--- src/sv/nlc_pkg.sv ---
// ============================================================================
// nlc_pkg
// Types, character codes and character-class functions shared by the
// numeric literal classifier.
// ============================================================================
package nlc_pkg;

    // character codes
    localparam logic [7:0] C_NUL     = 8'h00;
    localparam logic [7:0] C_ZERO    = 8'h30;
    localparam logic [7:0] C_NINE    = 8'h39;
    localparam logic [7:0] C_LOW_A   = 8'h61;
    localparam logic [7:0] C_LOW_F   = 8'h66;
    localparam logic [7:0] C_UP_A    = 8'h41;
    localparam logic [7:0] C_UP_F    = 8'h46;
    localparam logic [7:0] C_LOW_X   = 8'h78;
    localparam logic [7:0] C_UP_X    = 8'h58;
    localparam logic [7:0] C_LOW_E   = 8'h65;
    localparam logic [7:0] C_UP_E    = 8'h45;
    localparam logic [7:0] C_DOT     = 8'h2e;
    localparam logic [7:0] C_MINUS   = 8'h2d;
    localparam logic [7:0] C_PLUS    = 8'h2b;

    // integer recogniser states
    typedef enum logic [2:0] {
        IS_START = 3'd0,
        IS_SIGN  = 3'd1,
        IS_ZERO  = 3'd2,
        IS_DEC   = 3'd3,
        IS_HEXX  = 3'd4,
        IS_HEX   = 3'd5,
        IS_FAIL  = 3'd6
    } t_int_state;

    // float recogniser states
    typedef enum logic [3:0] {
        FS_START   = 4'd0,
        FS_SIGN    = 4'd1,
        FS_INT     = 4'd2,
        FS_DOTONLY = 4'd3,
        FS_FRAC    = 4'd4,
        FS_EXP     = 4'd5,
        FS_EXPSIGN = 4'd6,
        FS_EXPDIG  = 4'd7,
        FS_FAIL    = 4'd8
    } t_flt_state;

    // verdicts for one closed string
    typedef struct packed {
        logic integer_ok;
        logic hex_form;
        logic float_ok;
        logic number_ok;
        logic end_of_string;
    } t_result;

    function automatic logic is_dec(input logic [7:0] c);
        return (c >= C_ZERO) && (c <= C_NINE);
    endfunction

    function automatic logic is_hexd(input logic [7:0] c);
        return is_dec(c) || ((c >= C_LOW_A) && (c <= C_LOW_F)) ||
               ((c >= C_UP_A) && (c <= C_UP_F));
    endfunction

    function automatic logic is_sign(input logic [7:0] c);
        return (c == C_MINUS) || (c == C_PLUS);
    endfunction

    function automatic logic is_exp(input logic [7:0] c);
        return (c == C_LOW_E) || (c == C_UP_E);
    endfunction

endpackage

--- src/sv/nlc_if.sv ---
// ============================================================================
// nlc_if
// Valid/ready channels of the numeric literal classifier: byte input,
// verdict output and the configuration write channel.
// ============================================================================

// byte input channel
interface nlc_in_if;
    logic       valid;
    logic       ready;
    logic [7:0] char_byte;
    logic       empty_string;
    logic       last_byte;

    modport source (output valid, output char_byte, output empty_string,
                    output last_byte, input ready);
    modport sink   (input valid, input char_byte, input empty_string,
                    input last_byte, output ready);
endinterface

// verdict output channel
interface nlc_out_if;
    logic valid;
    logic ready;
    logic integer_ok;
    logic hex_form;
    logic float_ok;
    logic number_ok;
    logic end_of_string;

    modport source (output valid, output integer_ok, output hex_form,
                    output float_ok, output number_ok, output end_of_string,
                    input ready);
    modport sink   (input valid, input integer_ok, input hex_form,
                    input float_ok, input number_ok, input end_of_string,
                    output ready);
endinterface

// configuration write channel
interface nlc_cfg_if;
    logic valid;
    logic ready;
    logic strict_hex_sign;

    modport source (output valid, output strict_hex_sign, input ready);
    modport sink   (input valid, input strict_hex_sign, output ready);
endinterface

--- src/sv/nlc_dfa.sv ---
// ============================================================================
// nlc_dfa
// Integer and float recognisers stepped by one byte per accepted word;
// produces the verdicts when the string closes and returns to start.
// ============================================================================
module nlc_dfa
    import nlc_pkg::*;
(
    input  logic       i_clk,
    input  logic       i_rst_n,
    input  logic       i_accept,
    input  logic [7:0] i_char,
    input  logic       i_empty,
    input  logic       i_last,
    input  logic       i_strict,
    output logic       o_close,
    output t_result    o_result
);

    t_int_state r_int_state, n_int_state, int_step;
    t_flt_state r_flt_state, n_flt_state, flt_step;
    logic       r_int_signed, n_int_signed;
    logic       r_term, n_term;
    logic       take_byte;
    logic       int_loose;
    logic       int_strict;
    logic       flt_ok;
    logic       empty_case;

    // integer recogniser step
    always_comb begin
        int_step = IS_FAIL;
        case (r_int_state)
            IS_START, IS_SIGN: begin
                if ((r_int_state == IS_START) && is_sign(i_char)) begin
                    int_step = IS_SIGN;
                end else if (i_char == C_ZERO) begin
                    int_step = IS_ZERO;
                end else if (is_dec(i_char)) begin
                    int_step = IS_DEC;
                end
            end
            IS_ZERO: begin
                if ((i_char == C_LOW_X) || (i_char == C_UP_X)) begin
                    int_step = IS_HEXX;
                end else if (is_dec(i_char)) begin
                    int_step = IS_DEC;
                end
            end
            IS_DEC: begin
                if (is_dec(i_char)) int_step = IS_DEC;
            end
            IS_HEXX, IS_HEX: begin
                if (is_hexd(i_char)) int_step = IS_HEX;
            end
            default: int_step = IS_FAIL;
        endcase
    end

    // float recogniser step
    always_comb begin
        flt_step = FS_FAIL;
        case (r_flt_state)
            FS_START, FS_SIGN: begin
                if ((r_flt_state == FS_START) && is_sign(i_char)) begin
                    flt_step = FS_SIGN;
                end else if (is_dec(i_char)) begin
                    flt_step = FS_INT;
                end else if (i_char == C_DOT) begin
                    flt_step = FS_DOTONLY;
                end
            end
            FS_INT: begin
                if (is_dec(i_char)) begin
                    flt_step = FS_INT;
                end else if (i_char == C_DOT) begin
                    flt_step = FS_FRAC;
                end else if (is_exp(i_char)) begin
                    flt_step = FS_EXP;
                end
            end
            FS_DOTONLY: begin
                if (is_dec(i_char)) flt_step = FS_FRAC;
            end
            FS_FRAC: begin
                if (is_dec(i_char)) begin
                    flt_step = FS_FRAC;
                end else if (is_exp(i_char)) begin
                    flt_step = FS_EXP;
                end
            end
            FS_EXP, FS_EXPSIGN, FS_EXPDIG: begin
                if ((r_flt_state == FS_EXP) && is_sign(i_char)) begin
                    flt_step = FS_EXPSIGN;
                end else if (is_dec(i_char)) begin
                    flt_step = FS_EXPDIG;
                end
            end
            default: flt_step = FS_FAIL;
        endcase
    end

    // state after this byte, before any close
    always_comb begin
        take_byte    = !i_empty && !r_term;
        n_int_state  = r_int_state;
        n_flt_state  = r_flt_state;
        n_int_signed = r_int_signed;
        n_term       = r_term;
        if (take_byte) begin
            if (i_char == C_NUL) begin
                n_term = 1'b1;
            end else begin
                n_int_state = int_step;
                n_flt_state = flt_step;
                if ((r_int_state == IS_START) && is_sign(i_char)) begin
                    n_int_signed = 1'b1;
                end
            end
        end
    end

    // verdicts from the updated state
    always_comb begin
        o_close    = i_empty || i_last;
        empty_case = i_empty && (n_flt_state == FS_START) && !n_term;
        int_loose  = (n_int_state == IS_START) || (n_int_state == IS_ZERO) ||
                     (n_int_state == IS_DEC) || (n_int_state == IS_HEX);
        int_strict = int_loose &&
                     !(i_strict && n_int_signed && (n_int_state == IS_HEX));
        flt_ok     = (n_flt_state == FS_INT) || (n_flt_state == FS_FRAC) ||
                     (n_flt_state == FS_EXPDIG);
        if (empty_case) begin
            o_result.integer_ok = 1'b1;
            o_result.hex_form   = 1'b0;
            o_result.float_ok   = 1'b1;
            o_result.number_ok  = 1'b1;
        end else begin
            o_result.integer_ok = int_strict;
            o_result.hex_form   = int_strict && (n_int_state == IS_HEX);
            o_result.float_ok   = flt_ok;
            o_result.number_ok  = int_loose || flt_ok;
        end
        o_result.end_of_string = 1'b1;
    end

    // recogniser state registers
    always_ff @(posedge i_clk) begin
        if (!i_rst_n) begin
            r_int_state  <= IS_START;
            r_flt_state  <= FS_START;
            r_int_signed <= 1'b0;
            r_term       <= 1'b0;
        end else if (i_accept) begin
            if (o_close) begin
                r_int_state  <= IS_START;
                r_flt_state  <= FS_START;
                r_int_signed <= 1'b0;
                r_term       <= 1'b0;
            end else begin
                r_int_state  <= n_int_state;
                r_flt_state  <= n_flt_state;
                r_int_signed <= n_int_signed;
                r_term       <= n_term;
            end
        end
    end

`ifndef SYNTHESIS
    // a closing word leaves both recognisers at start
    a_close_clears: assert property (@(posedge i_clk) disable iff (!i_rst_n)
        i_accept && o_close |=> (r_int_state == IS_START) &&
        (r_flt_state == FS_START) && !r_term && !r_int_signed)
        else $error("recogniser state not cleared after string close");

    // a sign was seen only if the integer recogniser has left start
    a_sign_moved: assert property (@(posedge i_clk) disable iff (!i_rst_n)
        r_int_signed |-> (r_int_state != IS_START))
        else $error("sign flag set while integer recogniser at start");

    // a sign moves the float recogniser away from start as well
    a_sign_float: assert property (@(posedge i_clk) disable iff (!i_rst_n)
        r_int_signed |-> (r_flt_state != FS_START))
        else $error("sign flag set while float recogniser at start");

    // hex verdict only with an accepted integer
    a_hex_int: assert property (@(posedge i_clk) disable iff (!i_rst_n)
        o_result.hex_form |-> o_result.integer_ok && o_result.number_ok)
        else $error("hex form reported without integer verdict");
`endif

endmodule

--- src/sv/numeric_literal_classifier.sv ---
// ============================================================================
// numeric_literal_classifier
// Byte-stream numeric literal recogniser with verdict output register.
// ============================================================================
// One byte enters per cycle while ready is high: the integer and float
// recognisers step on the accepted word and, on a word flagged last or
// empty, the verdicts are loaded into the output register. A word is
// taken every cycle as long as the output register is empty or is being
// read in the same cycle, so a stalled sink holds the input back only when
// a verdict is waiting. A zero byte ends the text; later bytes of the same
// string are ignored. The strict-hex-sign register is written through the
// configuration channel, which is always ready, and resets to 0.
module numeric_literal_classifier
    import nlc_pkg::*;
(
    input  logic i_clk,
    input  logic i_rst_n,
    nlc_in_if.sink    i_in,
    nlc_out_if.source o_out,
    nlc_cfg_if.sink   i_cfg
);

    logic    r_strict;
    logic    r_out_valid;
    t_result r_result;
    logic    in_accept;
    logic    close;
    t_result result;

    // input handshake
    assign i_in.ready  = !r_out_valid || o_out.ready;
    assign in_accept   = i_in.valid && i_in.ready;
    assign i_cfg.ready = 1'b1;

    // recognisers
    nlc_dfa u_dfa (
        .i_clk    (i_clk),
        .i_rst_n  (i_rst_n),
        .i_accept (in_accept),
        .i_char   (i_in.char_byte),
        .i_empty  (i_in.empty_string),
        .i_last   (i_in.last_byte),
        .i_strict (r_strict),
        .o_close  (close),
        .o_result (result)
    );

    // configuration register
    always_ff @(posedge i_clk) begin
        if (!i_rst_n) begin
            r_strict <= 1'b0;
        end else if (i_cfg.valid) begin
            r_strict <= i_cfg.strict_hex_sign;
        end
    end

    // output register
    always_ff @(posedge i_clk) begin
        if (!i_rst_n) begin
            r_out_valid <= 1'b0;
        end else if (in_accept && close) begin
            r_out_valid <= 1'b1;
        end else if (o_out.ready) begin
            r_out_valid <= 1'b0;
        end
    end

    always_ff @(posedge i_clk) begin
        if (in_accept && close) begin
            r_result <= result;
        end
    end

    assign o_out.valid         = r_out_valid;
    assign o_out.integer_ok    = r_result.integer_ok;
    assign o_out.hex_form      = r_result.hex_form;
    assign o_out.float_ok      = r_result.float_ok;
    assign o_out.number_ok     = r_result.number_ok;
    assign o_out.end_of_string = r_result.end_of_string;

endmodule

--- src/flat_wrapper.sv ---
// flat-port wrapper written by rule: the top's interface ports become plain ports
module numeric_literal_classifier_flat import nlc_pkg::*;
  (i_clk, i_rst_n, i_in_valid, i_in_char_byte, i_in_empty_string, i_in_last_byte, i_in_ready, o_out_valid, o_out_integer_ok, o_out_hex_form, o_out_float_ok, o_out_number_ok, o_out_end_of_string, o_out_ready, i_cfg_valid, i_cfg_strict_hex_sign, i_cfg_ready);
  nlc_in_if i_in_i ();
  nlc_out_if o_out_i ();
  nlc_cfg_if i_cfg_i ();
  input  logic i_clk;
  input  logic i_rst_n;
  input wire logic [$bits(i_in_i.valid)-1:0] i_in_valid;
  input wire logic [$bits(i_in_i.char_byte)-1:0] i_in_char_byte;
  input wire logic [$bits(i_in_i.empty_string)-1:0] i_in_empty_string;
  input wire logic [$bits(i_in_i.last_byte)-1:0] i_in_last_byte;
  output wire logic [$bits(i_in_i.ready)-1:0] i_in_ready;
  output wire logic [$bits(o_out_i.valid)-1:0] o_out_valid;
  output wire logic [$bits(o_out_i.integer_ok)-1:0] o_out_integer_ok;
  output wire logic [$bits(o_out_i.hex_form)-1:0] o_out_hex_form;
  output wire logic [$bits(o_out_i.float_ok)-1:0] o_out_float_ok;
  output wire logic [$bits(o_out_i.number_ok)-1:0] o_out_number_ok;
  output wire logic [$bits(o_out_i.end_of_string)-1:0] o_out_end_of_string;
  input wire logic [$bits(o_out_i.ready)-1:0] o_out_ready;
  input wire logic [$bits(i_cfg_i.valid)-1:0] i_cfg_valid;
  input wire logic [$bits(i_cfg_i.strict_hex_sign)-1:0] i_cfg_strict_hex_sign;
  output wire logic [$bits(i_cfg_i.ready)-1:0] i_cfg_ready;
  assign i_in_i.valid = i_in_valid;
  assign i_in_i.char_byte = i_in_char_byte;
  assign i_in_i.empty_string = i_in_empty_string;
  assign i_in_i.last_byte = i_in_last_byte;
  assign i_in_ready = i_in_i.ready;
  assign o_out_valid = o_out_i.valid;
  assign o_out_integer_ok = o_out_i.integer_ok;
  assign o_out_hex_form = o_out_i.hex_form;
  assign o_out_float_ok = o_out_i.float_ok;
  assign o_out_number_ok = o_out_i.number_ok;
  assign o_out_end_of_string = o_out_i.end_of_string;
  assign o_out_i.ready = o_out_ready;
  assign i_cfg_i.valid = i_cfg_valid;
  assign i_cfg_i.strict_hex_sign = i_cfg_strict_hex_sign;
  assign i_cfg_ready = i_cfg_i.ready;
  numeric_literal_classifier u_core (.i_clk(i_clk), .i_rst_n(i_rst_n), .i_in(i_in_i), .o_out(o_out_i), .i_cfg(i_cfg_i));
endmodule
--- config.mk ---
export PLATFORM = sky130hd
export DESIGN_NAME = numeric_literal_classifier_flat
export DESIGN_NICKNAME = d
export VERILOG_FILES = /design/src/sv/nlc_pkg.sv /design/src/sv/nlc_if.sv /design/src/sv/nlc_dfa.sv /design/src/sv/numeric_literal_classifier.sv /design/src/flat_wrapper.sv
export SDC_FILE = /design/constraint.sdc
export NUM_CORES = 1
export LEC_CHECK = 0
export ABC_AREA = 1
export BUFFER_PORTS_ARGS = -buffer_cell sky130_fd_sc_hd__buf_2
export CAP_MARGIN = 20
export CORE_ASPECT_RATIO = 1.75
export CORE_MARGIN = 5
export CORE_UTILIZATION = 40
export CTS_CLUSTER_DIAMETER = 120
export DETAILED_ROUTE_END_ITERATION = 7
export SLEW_MARGIN = 20
export SYNTH_ARGS = -nofsm -noshare
export SYNTH_HDL_FRONTEND = slang
export SYNTH_SLANG_ARGS = --single-unit
--- constraint.sdc ---
create_clock -name i_clk -period 3.6 [get_ports i_clk]
set_clock_uncertainty 0.15 [all_clocks]
set_input_delay 0.18 -clock i_clk [delete_from_list [all_inputs] [get_ports i_clk]]
set_output_delay 0.18 -clock i_clk [all_outputs]
set_load 0.02 [all_outputs]
# Word level (Yosys, flattened, before mapping)
# Cells that the tools add are included.
totals:
  regBits: 15
  latchBits: 0
  ram_bits: 0
  romBits: 0
  input_bits: 16
  output_inout_bits: 8
  elab_cells: 117
  mem_count: 0
op_classes:
  n_addsub: 0
  mul: 0
  div_mod_pow: 0
  magnitude_cmp: 6
  n_eq_ne: 26
  shift: 0
  muxes: 32
  bitwise: 0
  n_reduce_logical: 43
ops:
  columns: ["op", "count"]
  rows:
  - ["two-way mux 4 bit", 13]
  - ["== test 8 x 6 -> 1 bit (second input constant)", 4]
  - ["== test 8 x 7 -> 1 bit (second input constant)", 4]
  - ["== test 4 x 3 -> 1 bit (second input constant)", 6]
  - ["two-way mux 3 bit", 7]
  - ["case mux 4 bit (5 select lines)", 1]
  - ["greater-or-equal comparator 8 x 7 -> 1 bit (second input constant)", 2]
  - ["<= comparator 8 x 7 -> 1 bit (second input constant)", 2]
  - ["logical AND 1 bit", 15]
  - ["logical OR 1 bit", 13]
  - ["== test 3 x 2 -> 1 bit (second input constant)", 4]
  - ["== test 4 x 2 -> 1 bit (second input constant)", 3]
  - ["case mux 3 bit (4 select lines)", 1]
  - ["== test 3 bit (second input constant)", 3]
  - ["two-way mux 1 bit", 9]
  - ["greater-or-equal comparator 8 x 6 -> 1 bit (second input constant)", 1]
  - ["<= comparator 8 x 6 -> 1 bit (second input constant)", 1]
  - ["logical NOT 4 bit", 2]
  - ["logical NOT 8 bit", 1]
  - ["logical NOT 3 bit", 2]
  - ["OR reduction 2 bit", 3]
  - ["logical NOT 1 bit", 5]
  - ["== test 4 x 1 -> 1 bit (second input constant)", 1]
  - ["== test 3 x 1 -> 1 bit (second input constant)", 1]
  - ["other kinds (3)", 3]

# Depth between registers and ports, before layout
# Gate-level depths: netlist of the first run.
logic_depth:
  word_depth: 14
  ltp_mapped: 16
  ltp_nobuf: 16

# Hierarchy
# A second synthesis of the first run with hierarchy kept.
hier_totals:
  hier_cells: 236
  hier_area_um2: 1400.1
modules_own_cells:
  columns: ["mod", "n_inst", "cells_per_inst", "area_per_inst_um2", "seq_area_each_um2"]
  rows:
  - ["nlc_dfa", 1, 214, 1133.6, 180.2]
  - ["numeric_literal_classifier", 1, 22, 266.5, 190.2]

# Worst setup path after synthesis of the first run
# Ideal clock, no wire load.
synth_path:
  kind: "reg2reg"
  startpoint: "register u_core.u_dfa.r_flt_state[3]"
  endpoint: "register u_core.r_result (netlist bit u_core.o_out.number_ok), data pin"
  setup_ps: 254
  arrival_ps: 1319
  required_time_ps: 3196
  slack_ps: 1877
  path_stages_with_launch: 15
  path_buffers: 0
  synth_period_minus_slack_ps: 1723
  path_cell_list: "dfxtp_1 > nor2_1 > inv_1 > nor2_1 > nand3_1 > nand2_1 > nand2_1 > nand2_1 > nand2_1 > o21ai_2 > nor2_2 > nand2_2 > nand2_2 > nor2_1 > nand2_1"
synth_via:
  elab_chain_cells: 10
  word_cells_on_any_way: 26
  classes_between: "eq/ne (10); mux (5); reduce/logical (11)"
synth_rtl:
  columns: ["element", "line", "rtl"]
  rows:
  - ["from (decl)", "nlc_dfa.sv:21", "t_flt_state r_flt_state, n_flt_state, flt_step;"]
  - ["from (signal assigned)", "nlc_dfa.sv:162", "r_flt_state <= n_flt_state;"]
  - ["== test 4 x 3 -> 1 bit or logical NOT 4 bit (tied branches)", "nlc_dfa.sv:63, nlc_dfa.sv:93, nlc_dfa.sv:65", null]
  - ["logical AND 1 bit (on tied branches)", "nlc_dfa.sv:93, nlc_dfa.sv:65", null]
  - ["two-way mux 4 bit (on tied branches)", "nlc_dfa.sv:93, nlc_dfa.sv:65", null]
  - ["case mux 4 bit (5 select lines)", "nlc_dfa.sv:63", "case (r_flt_state)"]
  - ["two-way mux 4 bit", "nlc_dfa.sv:111", "if (i_char == C_NUL) begin"]
  - ["two-way mux 4 bit (*)", "nlc_dfa.sv:110", "if (take_byte) begin"]
  - ["== test 4 x 2 -> 1 bit or == test 4 x 3 -> 1 bit (tied branches)", "nlc_dfa.sv:131", "flt_ok = (n_flt_state == FS_INT) || (n_flt_state == FS_FRAC) ||"]
  - ["logical OR 1 bit (2 in series)", "nlc_dfa.sv:131", null]
  - ["logical OR 1 bit", "nlc_dfa.sv:142", "o_result.number_ok = int_loose || flt_ok;"]
  - ["to (signal assigned)", "numeric_literal_classifier.sv:70", "r_result <= result;"]
  - ["to (decl)", "numeric_literal_classifier.sv:25", "t_result r_result;"]
# Every way passes the cells marked *; elsewhere a longest branch is shown, timed or not.
# A chain may end at the register's enable or synchronous reset.

# Worst setup path in the final report of the first run
layout_path:
  startpoint: "register u_core.u_dfa.r_flt_state[3]"
  endpoint: "register u_core.r_result (netlist bit u_core.o_out.float_ok), data pin"
layout_via:
  elab_chain_cells: 9
  word_cells_on_any_way: 25
  classes_between: "eq/ne (10); mux (5); reduce/logical (10)"
layout_rtl:
  columns: ["element", "line"]
  rows:
  - ["== test 4 x 3 -> 1 bit or logical NOT 4 bit (tied branches)", "nlc_dfa.sv:63, nlc_dfa.sv:93, nlc_dfa.sv:65"]
  - ["logical AND 1 bit (on tied branches)", "nlc_dfa.sv:93, nlc_dfa.sv:65"]
  - ["two-way mux 4 bit (on tied branches)", "nlc_dfa.sv:93, nlc_dfa.sv:65"]
  - ["case mux 4 bit (5 select lines)", "nlc_dfa.sv:63"]
  - ["two-way mux 4 bit", "nlc_dfa.sv:111"]
  - ["two-way mux 4 bit (*)", "nlc_dfa.sv:110"]
  - ["== test 4 x 2 -> 1 bit (tied with other cells)", "nlc_dfa.sv:131"]
  - ["logical OR 1 bit or logical AND 1 bit (tied branches) (2 in series)", "nlc_dfa.sv:131, nlc_dfa.sv:126"]
# Marks and branches as above.

==> results.md, run 1 <==
* Clock Tree Buf Depth at 2
* Largest net degree at the start of global routing at 11
* CP Capture Type: flop
* Routed WL per cell at 11.3 um
* Starting density of the core at between 40% and 50%
* GR Layer Usage met2 at 30.3%
* Hold_sp: i_cfg_strict_hex_sign
* YS warnings at 0
* Max Slew Vio Count at 0
* CTS Hold Bufs at 0
* Final Cycle Share at 54.4%
* Tmin final at 1960 ps
* PD cells at about 270 nW/um2
* Global-route met1 utilization at about 16%
* Outcome: finished clean
* Library cells used by synthesis at 24
* Row count at 27
* Total number of vias at 1406
* Clock Sinks at 15
* Grt peak-use layer: met2
* CTS Buf Count at 3
* Share of the synthesized area in the top cell type at about a fifth
* I/O pin cnt at 24
* Largest cells by area after synthesis: nand2_1 20%, dfxtp_1 17%, nor2_1 11%
* Die width at 53.3 um
* Avg Inst Size Synth at 5.77 um2
* Hold crit path type: primary input to flop
* Vias/cell at 4.78
* Async S/R FF share, synth at 0%
* Fmax at 0.511 GHz
* Post-route antenna net violation count at 0
* R2R Setup Slk at around 1600 ps
* Finished Layout Cells at 294
* Worst path arrival time at 1820 ps
* Placed Area at approximately 1500 um2
* Hpwl dp at 2800 um
* First-pass detailed-route iteration total at 4
* DIE HEIGHT at 85.7 um
* Port buffer count at 21
* Setup TNS at 0 ps
* RD Place Congestion at 0.867
* Slew margin rel. at 57.8%
* Finished layout cell area at 1500 um2
* Global route overflow at 0
* Post-synth EDFFs at 4
* Critical R2R Capture: u_core.o_out.float_ok
* CP max stage delay at 340 ps
* Critical path's most frequent cell: nand2_1
* Final nets at about 270
* H-tree levels at 1
* Most frequent cells after synthesis: 71 x nand2_1, 37 x nor2_1, 30 x inv_1
* Top_reg_cell synth: dfxtp_1
* Slowest-stage cell, CP: dfxtp_1
* R2R cell count at 14
* Mapped Area at 1310 um2
* Hold Path Sink: u_core.r_strict
* DRC at 0
* CTS root buffer: clkbuf_8
* M3 GR Usage at 1.57%
* Hold path cells at 3
* Initial DRC Count at 40
* TritonCTS clock tree: done
* Initial antenna violation count at 0
* PostCTS Resize Cnt at 0
* Worst endpoint required time at 3460 ps
* Synthesis-to-layout area growth at 14.8%
* Post-synthesis sequential area ratio at between 20% and 30%
* Vias in the first global route at 1376
* Top-count cell post-synth: nand2_1
* GRT Util Overall at around 16%
* Worst-Skew Late Latency at about 250 ps
* Synth Instances at 227
* Crit path max fanout at 4
* First-pass GRT wire length at 5620 um
* Core Footprint at 3140 um2
* RSZ-0062 raised after global routing: false
* Worst-Margin Slew at 628 ps
* Register bit total from synthesis at 15
* Largest area contributor in the netlist: nand2_1
* Fillers at 362
* FF-to-FF Start: u_core.u_dfa.r_flt_state[3]
* Critical-path cell list: inv_1 > nand2_1 > nor2_1 > nand3_1 > nand2_1 > nand2_1 > nand3_1 > nand2_1 > nand2_1 > nand2_1 > nand2_1 > nand2_1 > nand2_1 > nand2_1
* Setup CP Type: flop to flop
* Lkg Pwr at 0.000774 uW
* Final Hold Viols at 0
* Reg clk slew, reported paths at 70 ps
* CP Launch Type: flop
* Core Util, Final at 47.9%
* Peak VDD IR at 0.000254 V
* Layout cells sized above 1 at 21.1%
* Post-CTS setup buffer count at 0
* Dpl cells at between 200 and 300
* MaxCap Viol Count at 0
* Area of the die at 4560 um2
* Final WL at roughly 3300 um
* Final setup fails at 0
* Antenna diode count at 0
==> per-layer routing <==
layer,wire [um],share of wire [%]
met2,1800,54
met4,165,5.0
met3,92,2.8
met5,0,0
met1,1280,38
==> sequential cells by signal, summed over array words and instances (netlist names) <==
name	count
u_core.o_out.float_ok	1
u_core.o_out.hex_form	1
u_core.o_out.integer_ok	1
u_core.o_out.number_ok	1
u_core.o_out.valid	1
u_core.r_strict	1
u_core.u_dfa.r_flt_state	4
u_core.u_dfa.r_int_signed	1
u_core.u_dfa.r_int_state	3
u_core.u_dfa.r_term	1
==> cells by family after synthesis <==
logic type,Yosys count,share of synthesized area [%]
and+or+nand+nor,153,53.6
buffers and inverters,37,11.2
AOI/OAI and AO/OA,21,8.98
DFF,15,26.0
other,1,0.286
==> power by group <==
group	internal, uW	switching [uW]	leakage, uW
sequential	180	2.95	0.000127
clock	76.7	61.8	0.0000255
combinational	27.7	59.3	0.000621
total	284	124	0.000774
==> how the worst max path moves through the flow <==
| stage | startpoint | to | slack (ps) | depth (start not counted) |
|---|---|---|---|---|
| 2_1_floorplan | u_core.u_dfa.r_flt_state[3] | u_core.o_out.number_ok | 1880 | 14 |
| 3_3_place_gp | i_in_char_byte[2] | u_core.o_out.hex_form | 1530 | 15 |
| 3_5_place_dp | i_in_char_byte[2] | u_core.o_out.hex_form | 1520 | 15 |
| 4_1_cts | u_core.u_dfa.r_flt_state[3] | u_core.o_out.float_ok | 1630 | 14 |
| 5_1_grt | u_core.u_dfa.r_flt_state[3] | u_core.o_out.float_ok | 1460 | 14 |
| 6_report | u_core.u_dfa.r_flt_state[3] | u_core.o_out.float_ok | 1640 | 14 |
==> metrics by stage <==
stage               hold WS, ps  setup WS (ps)  power [uW]
global route               52.0           1460         432
CTS                        10.5           1630         413
global placement            271           1530         274
detailed placement          277           1520         274
finish                     10.8           1640         408
floorplan                   169           1880         246
==> area by class of cell <==
cell class | instances | area, um2 | share of cell area (%)
timing repair buffer | 21 | 105 | 6.99
clock buffer | 3 | 41.3 | 2.75
multi-input combinational | 176 | 827 | 55.0
clock inverter | 1 | 5.00 | 0.333
tap | 43 | 53.8 | 3.58
sequential | 15 | 340 | 22.6
inverter | 35 | 131 | 8.74
==> cell usage in the layout (no fill, tap or decap) <==
master    count
nor2_4        2
o21ai_0       1
nand4_1       5
inv_1        30
conb_1        2
nand2_4       2
nor2_1       37
a211oi_1      2
clkbuf_8      3
nor3_2        1
a21oi_2       1
nand2_1      71
buf_2        21
inv_2         5
o21ai_2       1
clkinv_2      1
nor2_8        1
dfxtp_1      11
or2_1         1
nand3_1      16
nor2_2        8
a21oi_1      15
edfxtp_1      4
nor3_1        2
nand2_2       7
o21ai_1       1
==> worst max-delay path: cells and delay by family (launching register included) <==
kind | cells | cell delay [ps]
buf+inv | 1 | 130
simple gates | 13 | 1100
flops | 1 | 340
Note: power is estimated with default switching activity, not from simulation.
==> run 2, diff against run 1 <==
--- a/config.mk
+++ b/config.mk
@@ -5,7 +5,7 @@
 export SDC_FILE = /design/constraint.sdc
 export NUM_CORES = 1
 export LEC_CHECK = 0
-export ABC_AREA = 1
+export ABC_AREA = 0
 export BUFFER_PORTS_ARGS = -buffer_cell sky130_fd_sc_hd__buf_2
 export CAP_MARGIN = 20
 export CORE_ASPECT_RATIO = 1.75
==> constraint.sdc (replaced) <==
create_clock -name i_clk -period 1.8 [get_ports i_clk]
set_clock_uncertainty 0.15 [all_clocks]
set_input_delay 0.09 -clock i_clk [delete_from_list [all_inputs] [get_ports i_clk]]
set_output_delay 0.09 -clock i_clk [all_outputs]
set_load 0.02 [all_outputs]
==> run 2 against run 1 <==
Net effect: the run now ends with setup timing left; sequential cell count did not move; first-iteration DRC count fell by 5.0%; utilization rose by 19 points; register-to-register slack got worse by 1900 ps; via count rose by 2.6%; sequential share of layout area fell by 4.7 points; critical path type is now primary input to flop; critical endpoint is now u_core.o_out.number_ok; largest power group unchanged; highest routed layer unchanged.
==> results.md, run 2 <==
* Outcome: complete, but fails checks
* Failing checks: setup timing
* CP Capture Type: flop
* Synth Instances at 149 (-34%)
* Worst path bufs/invs at 2 (+1)
* Core Footprint at 2930 um2 (-6.8%)
* First-pass GRT wire length at 6370 um (+13%)
* MaxCap Viol Count at 0 (unchanged)
* First-pass detailed-route iteration total at 4 (unchanged)
* CP max stage delay at 570 ps (+230 ps)
* Antenna diode count at 0 (unchanged)
* RD Place Congestion at 0.869 (+0.24%)
* H-tree levels at 1 (unchanged)
* CTS root buffer: clkbuf_8
* Starting density of the core at 41.7% (about the same)
* Layout cells sized above 1 at 52.3% (+31 points)
* DRC at 0 (unchanged)
* Hold slack at 23.4 ps (+12.6 ps)
* Row count at 26 (-3.7%)
* Share of the synthesized area in the top cell type at 18.1% (-2.3 points)
* Slowest-stage cell, CP: or4_4
* Async S/R FF share, synth at 0% (unchanged)
* Core Util, Final at 66.9% (+19 points)
* Top_reg_cell synth: dfxtp_1
* Routed WL per cell at 15.8 um (+40%)
* Setup CP Type: primary input to flop
* Largest area contributor in the netlist: dfxtp_1
* Finished layout cell area at 1960 um2 (+30%)
* Top flop regs: u_core.u_dfa.r_flt_state (4), u_core.u_dfa.r_int_state (3)
* PD cells at 443 nW/um2 (+63%)
* Post-route antenna net violation count at 0 (unchanged)
* Critical path's most frequent cell: buf_6
* RSZ-0062 raised after global routing: true
* Register bit total from synthesis at 15 (unchanged)
* Clock Sinks at 15 (unchanged)
* Initial DRC Count at 38 (-5.0%)
* Total number of vias at 1443 (+2.6%)
* Final Hold Viols at 0 (unchanged)
* Worst path arrival time at 2060 ps (+240 ps)
* Die width at 51.7 um (-2.8%)
* Worst endpoint required time at 1730 ps (-1730 ps)
* Vias in the first global route at 1484 (+7.8%)
* Top-count cell post-synth: nor2_1
* Most common cell after layout, fill and taps aside: buf_4
* Vias/cell at 5.82 (+22%)
* Library cells used by synthesis at 56 (+130%)
* Final worst slack at -329 ps (-1970 ps)
* Tmin final at 2130 ps
* Critical-path cell list: buf_6 > or4_4 > o31ai_4 > buf_6 > nor2_4 > a211o_1 > a31oi_1 > nor2_1 > o31ai_1
* Most frequent cells after synthesis: 12 x nor2_1, 11 x dfxtp_1, 10 x nor2b_1
* Initial antenna violation count at 0 (unchanged)
* Largest net degree at the start of global routing at 12 (+1)
* Worst-Skew Late Latency at 250 ps (about the same)
* Hold crit path type: primary input to flop
* CTS Buf Count at 3 (unchanged)
* Global route overflow at 0 (unchanged)
* Fmax at approximately 0.47 GHz
* Avg Inst Size Synth at 8.19 um2 (+42%)
* Final nets at 237 (-12%)
* R2R Setup Slk at -250 ps (-1890 ps)
* TritonCTS clock tree: done
* Top delay family on crit path: compound AO/OA/AOI/OAI gates
* Lkg Pwr at 0.000804 uW (+3.9%)
* Final WL at 3920 um (+18%)
* Area of the die at 4300 um2 (-5.8%)
* Placed Area at 1650 um2 (+13%)
* Fillers at 262 (-28%)
* Reg clk slew, reported paths at 60 ps (about the same)
* Port buffer count at 21 (unchanged)
* Max Slew Vio Count at 0 (unchanged)
* Largest cells by area after synthesis: dfxtp_1 18%, edfxtp_1 9.8%, nor2b_1 5.1%
* Final setup fails at 10 (+10)
* Post-synth EDFFs at 4 (unchanged)
* Final Cycle Share at 118%
* Hpwl dp at 2980 um (+6.3%)
* Register bank with the most flops: u_core.u_dfa.r_flt_state
* Synthesis-to-layout area growth at 60.5%
* I/O pin cnt at 24 (unchanged)
* Peak VDD IR at 0.000233 V (-8.3%)
* YS warnings at 0 (unchanged)
* Crit path max fanout at 5 (+1)
* CP Launch Type: primary input
* Most frequent cells in the layout: 52 x buf_4, 19 x buf_2, 9 x nor2_1, 9 x nor2b_1
* GRT Util Overall at 19.0% (+2.8 points)
* DIE HEIGHT at 83.1 um (-3.1%)
* Post-synthesis sequential area ratio at 27.9% (+1.9 points)
* Clock Tree Buf Depth at 2 (unchanged)
* Max reg flops at 4 (unchanged)
* Pre-CTS setup slack at -600 ps (-2120 ps)
* Mapped Area at 1220 um2 (-6.9%)
==> run 2: final cells by class <==
cell class	count	area, um2	share of cell area [%]
multi-input combinational	120	953	48.7
tap	28	35.0	1.79
sequential	15	352	18.0
timing repair buffer	78	562	28.7
clock buffer	4	45.0	2.30
inverter	3	11.3	0.575
==> run 2: repair_timing <==
action / CTS / global route
setup endpoints to repair: 10 / 11
hold buffers: 2 / 0
pin swaps: 15 / 11
resized for setup: 29 / 17
setup buffers: 5 / 3
hold endpoints to repair: 1 / 0
==> run 2: cell families after synthesis <==
kind of cell | after synthesis | synth area share [%]
compound gates | 42 | 26.6
xor+xnor | 2 | 1.44
buf+inv | 15 | 7.08
flops | 15 | 27.9
mux | 1 | 0.821
other cells | 1 | 0.307
simple gates | 73 | 35.9
==> run 2: where the power goes <==
part           internal, uW  switching, uW
registers               356           6.13
logic                   117            122
clock network           157            110
==> run 2: routing by layer <==
metal  GRT usage (%)  vias up  part of all wire (%)
met5               0        -                     0
met4            11.0        0                   3.2
met3            1.79       13                   3.6
met2            36.0       31                    57
met1            18.7      702                    36
li1                -      697                     -
==> run 2: stage by stage <==
| step | setup TNS, ps | power (uW) | std cells |
|---|---|---|---|
| 2_1_floorplan | -3410 | 483 | 150 |
| 3_3_place_gp | -4290 | 567 | 235 |
| 3_5_place_dp | -4760 | 573 | 235 |
| 4_1_cts | -1370 | 868 | 246 |
| 5_1_grt | -2430 | 911 | 248 |
| 6_report | -1590 | 868 | 248 |
==> run 2: path summary, 6_finish.rpt <==
check                                    from                          end  cells past startpoint
setup / recovery            i_in_char_byte[1]       u_core.o_out.number_ok                      9
hold / removal                        i_rst_n          u_core.u_dfa.r_term                      2
setup reg to reg          u_core.u_dfa.r_term       u_core.o_out.number_ok                      9
hold reg to reg   u_core.u_dfa.r_int_state[0]  u_core.u_dfa.r_int_state[0]                      2
==> run 2: worst reg2reg max path: stages (launching register included) <==
cell     delay, ps
dfxtp_1        330
nor2_4         130
buf_4          120
o31a_1         210
buf_4          150
nor2_1          50
a211o_1        290
a31oi_1        150
nor2_1          70
o31ai_1        230
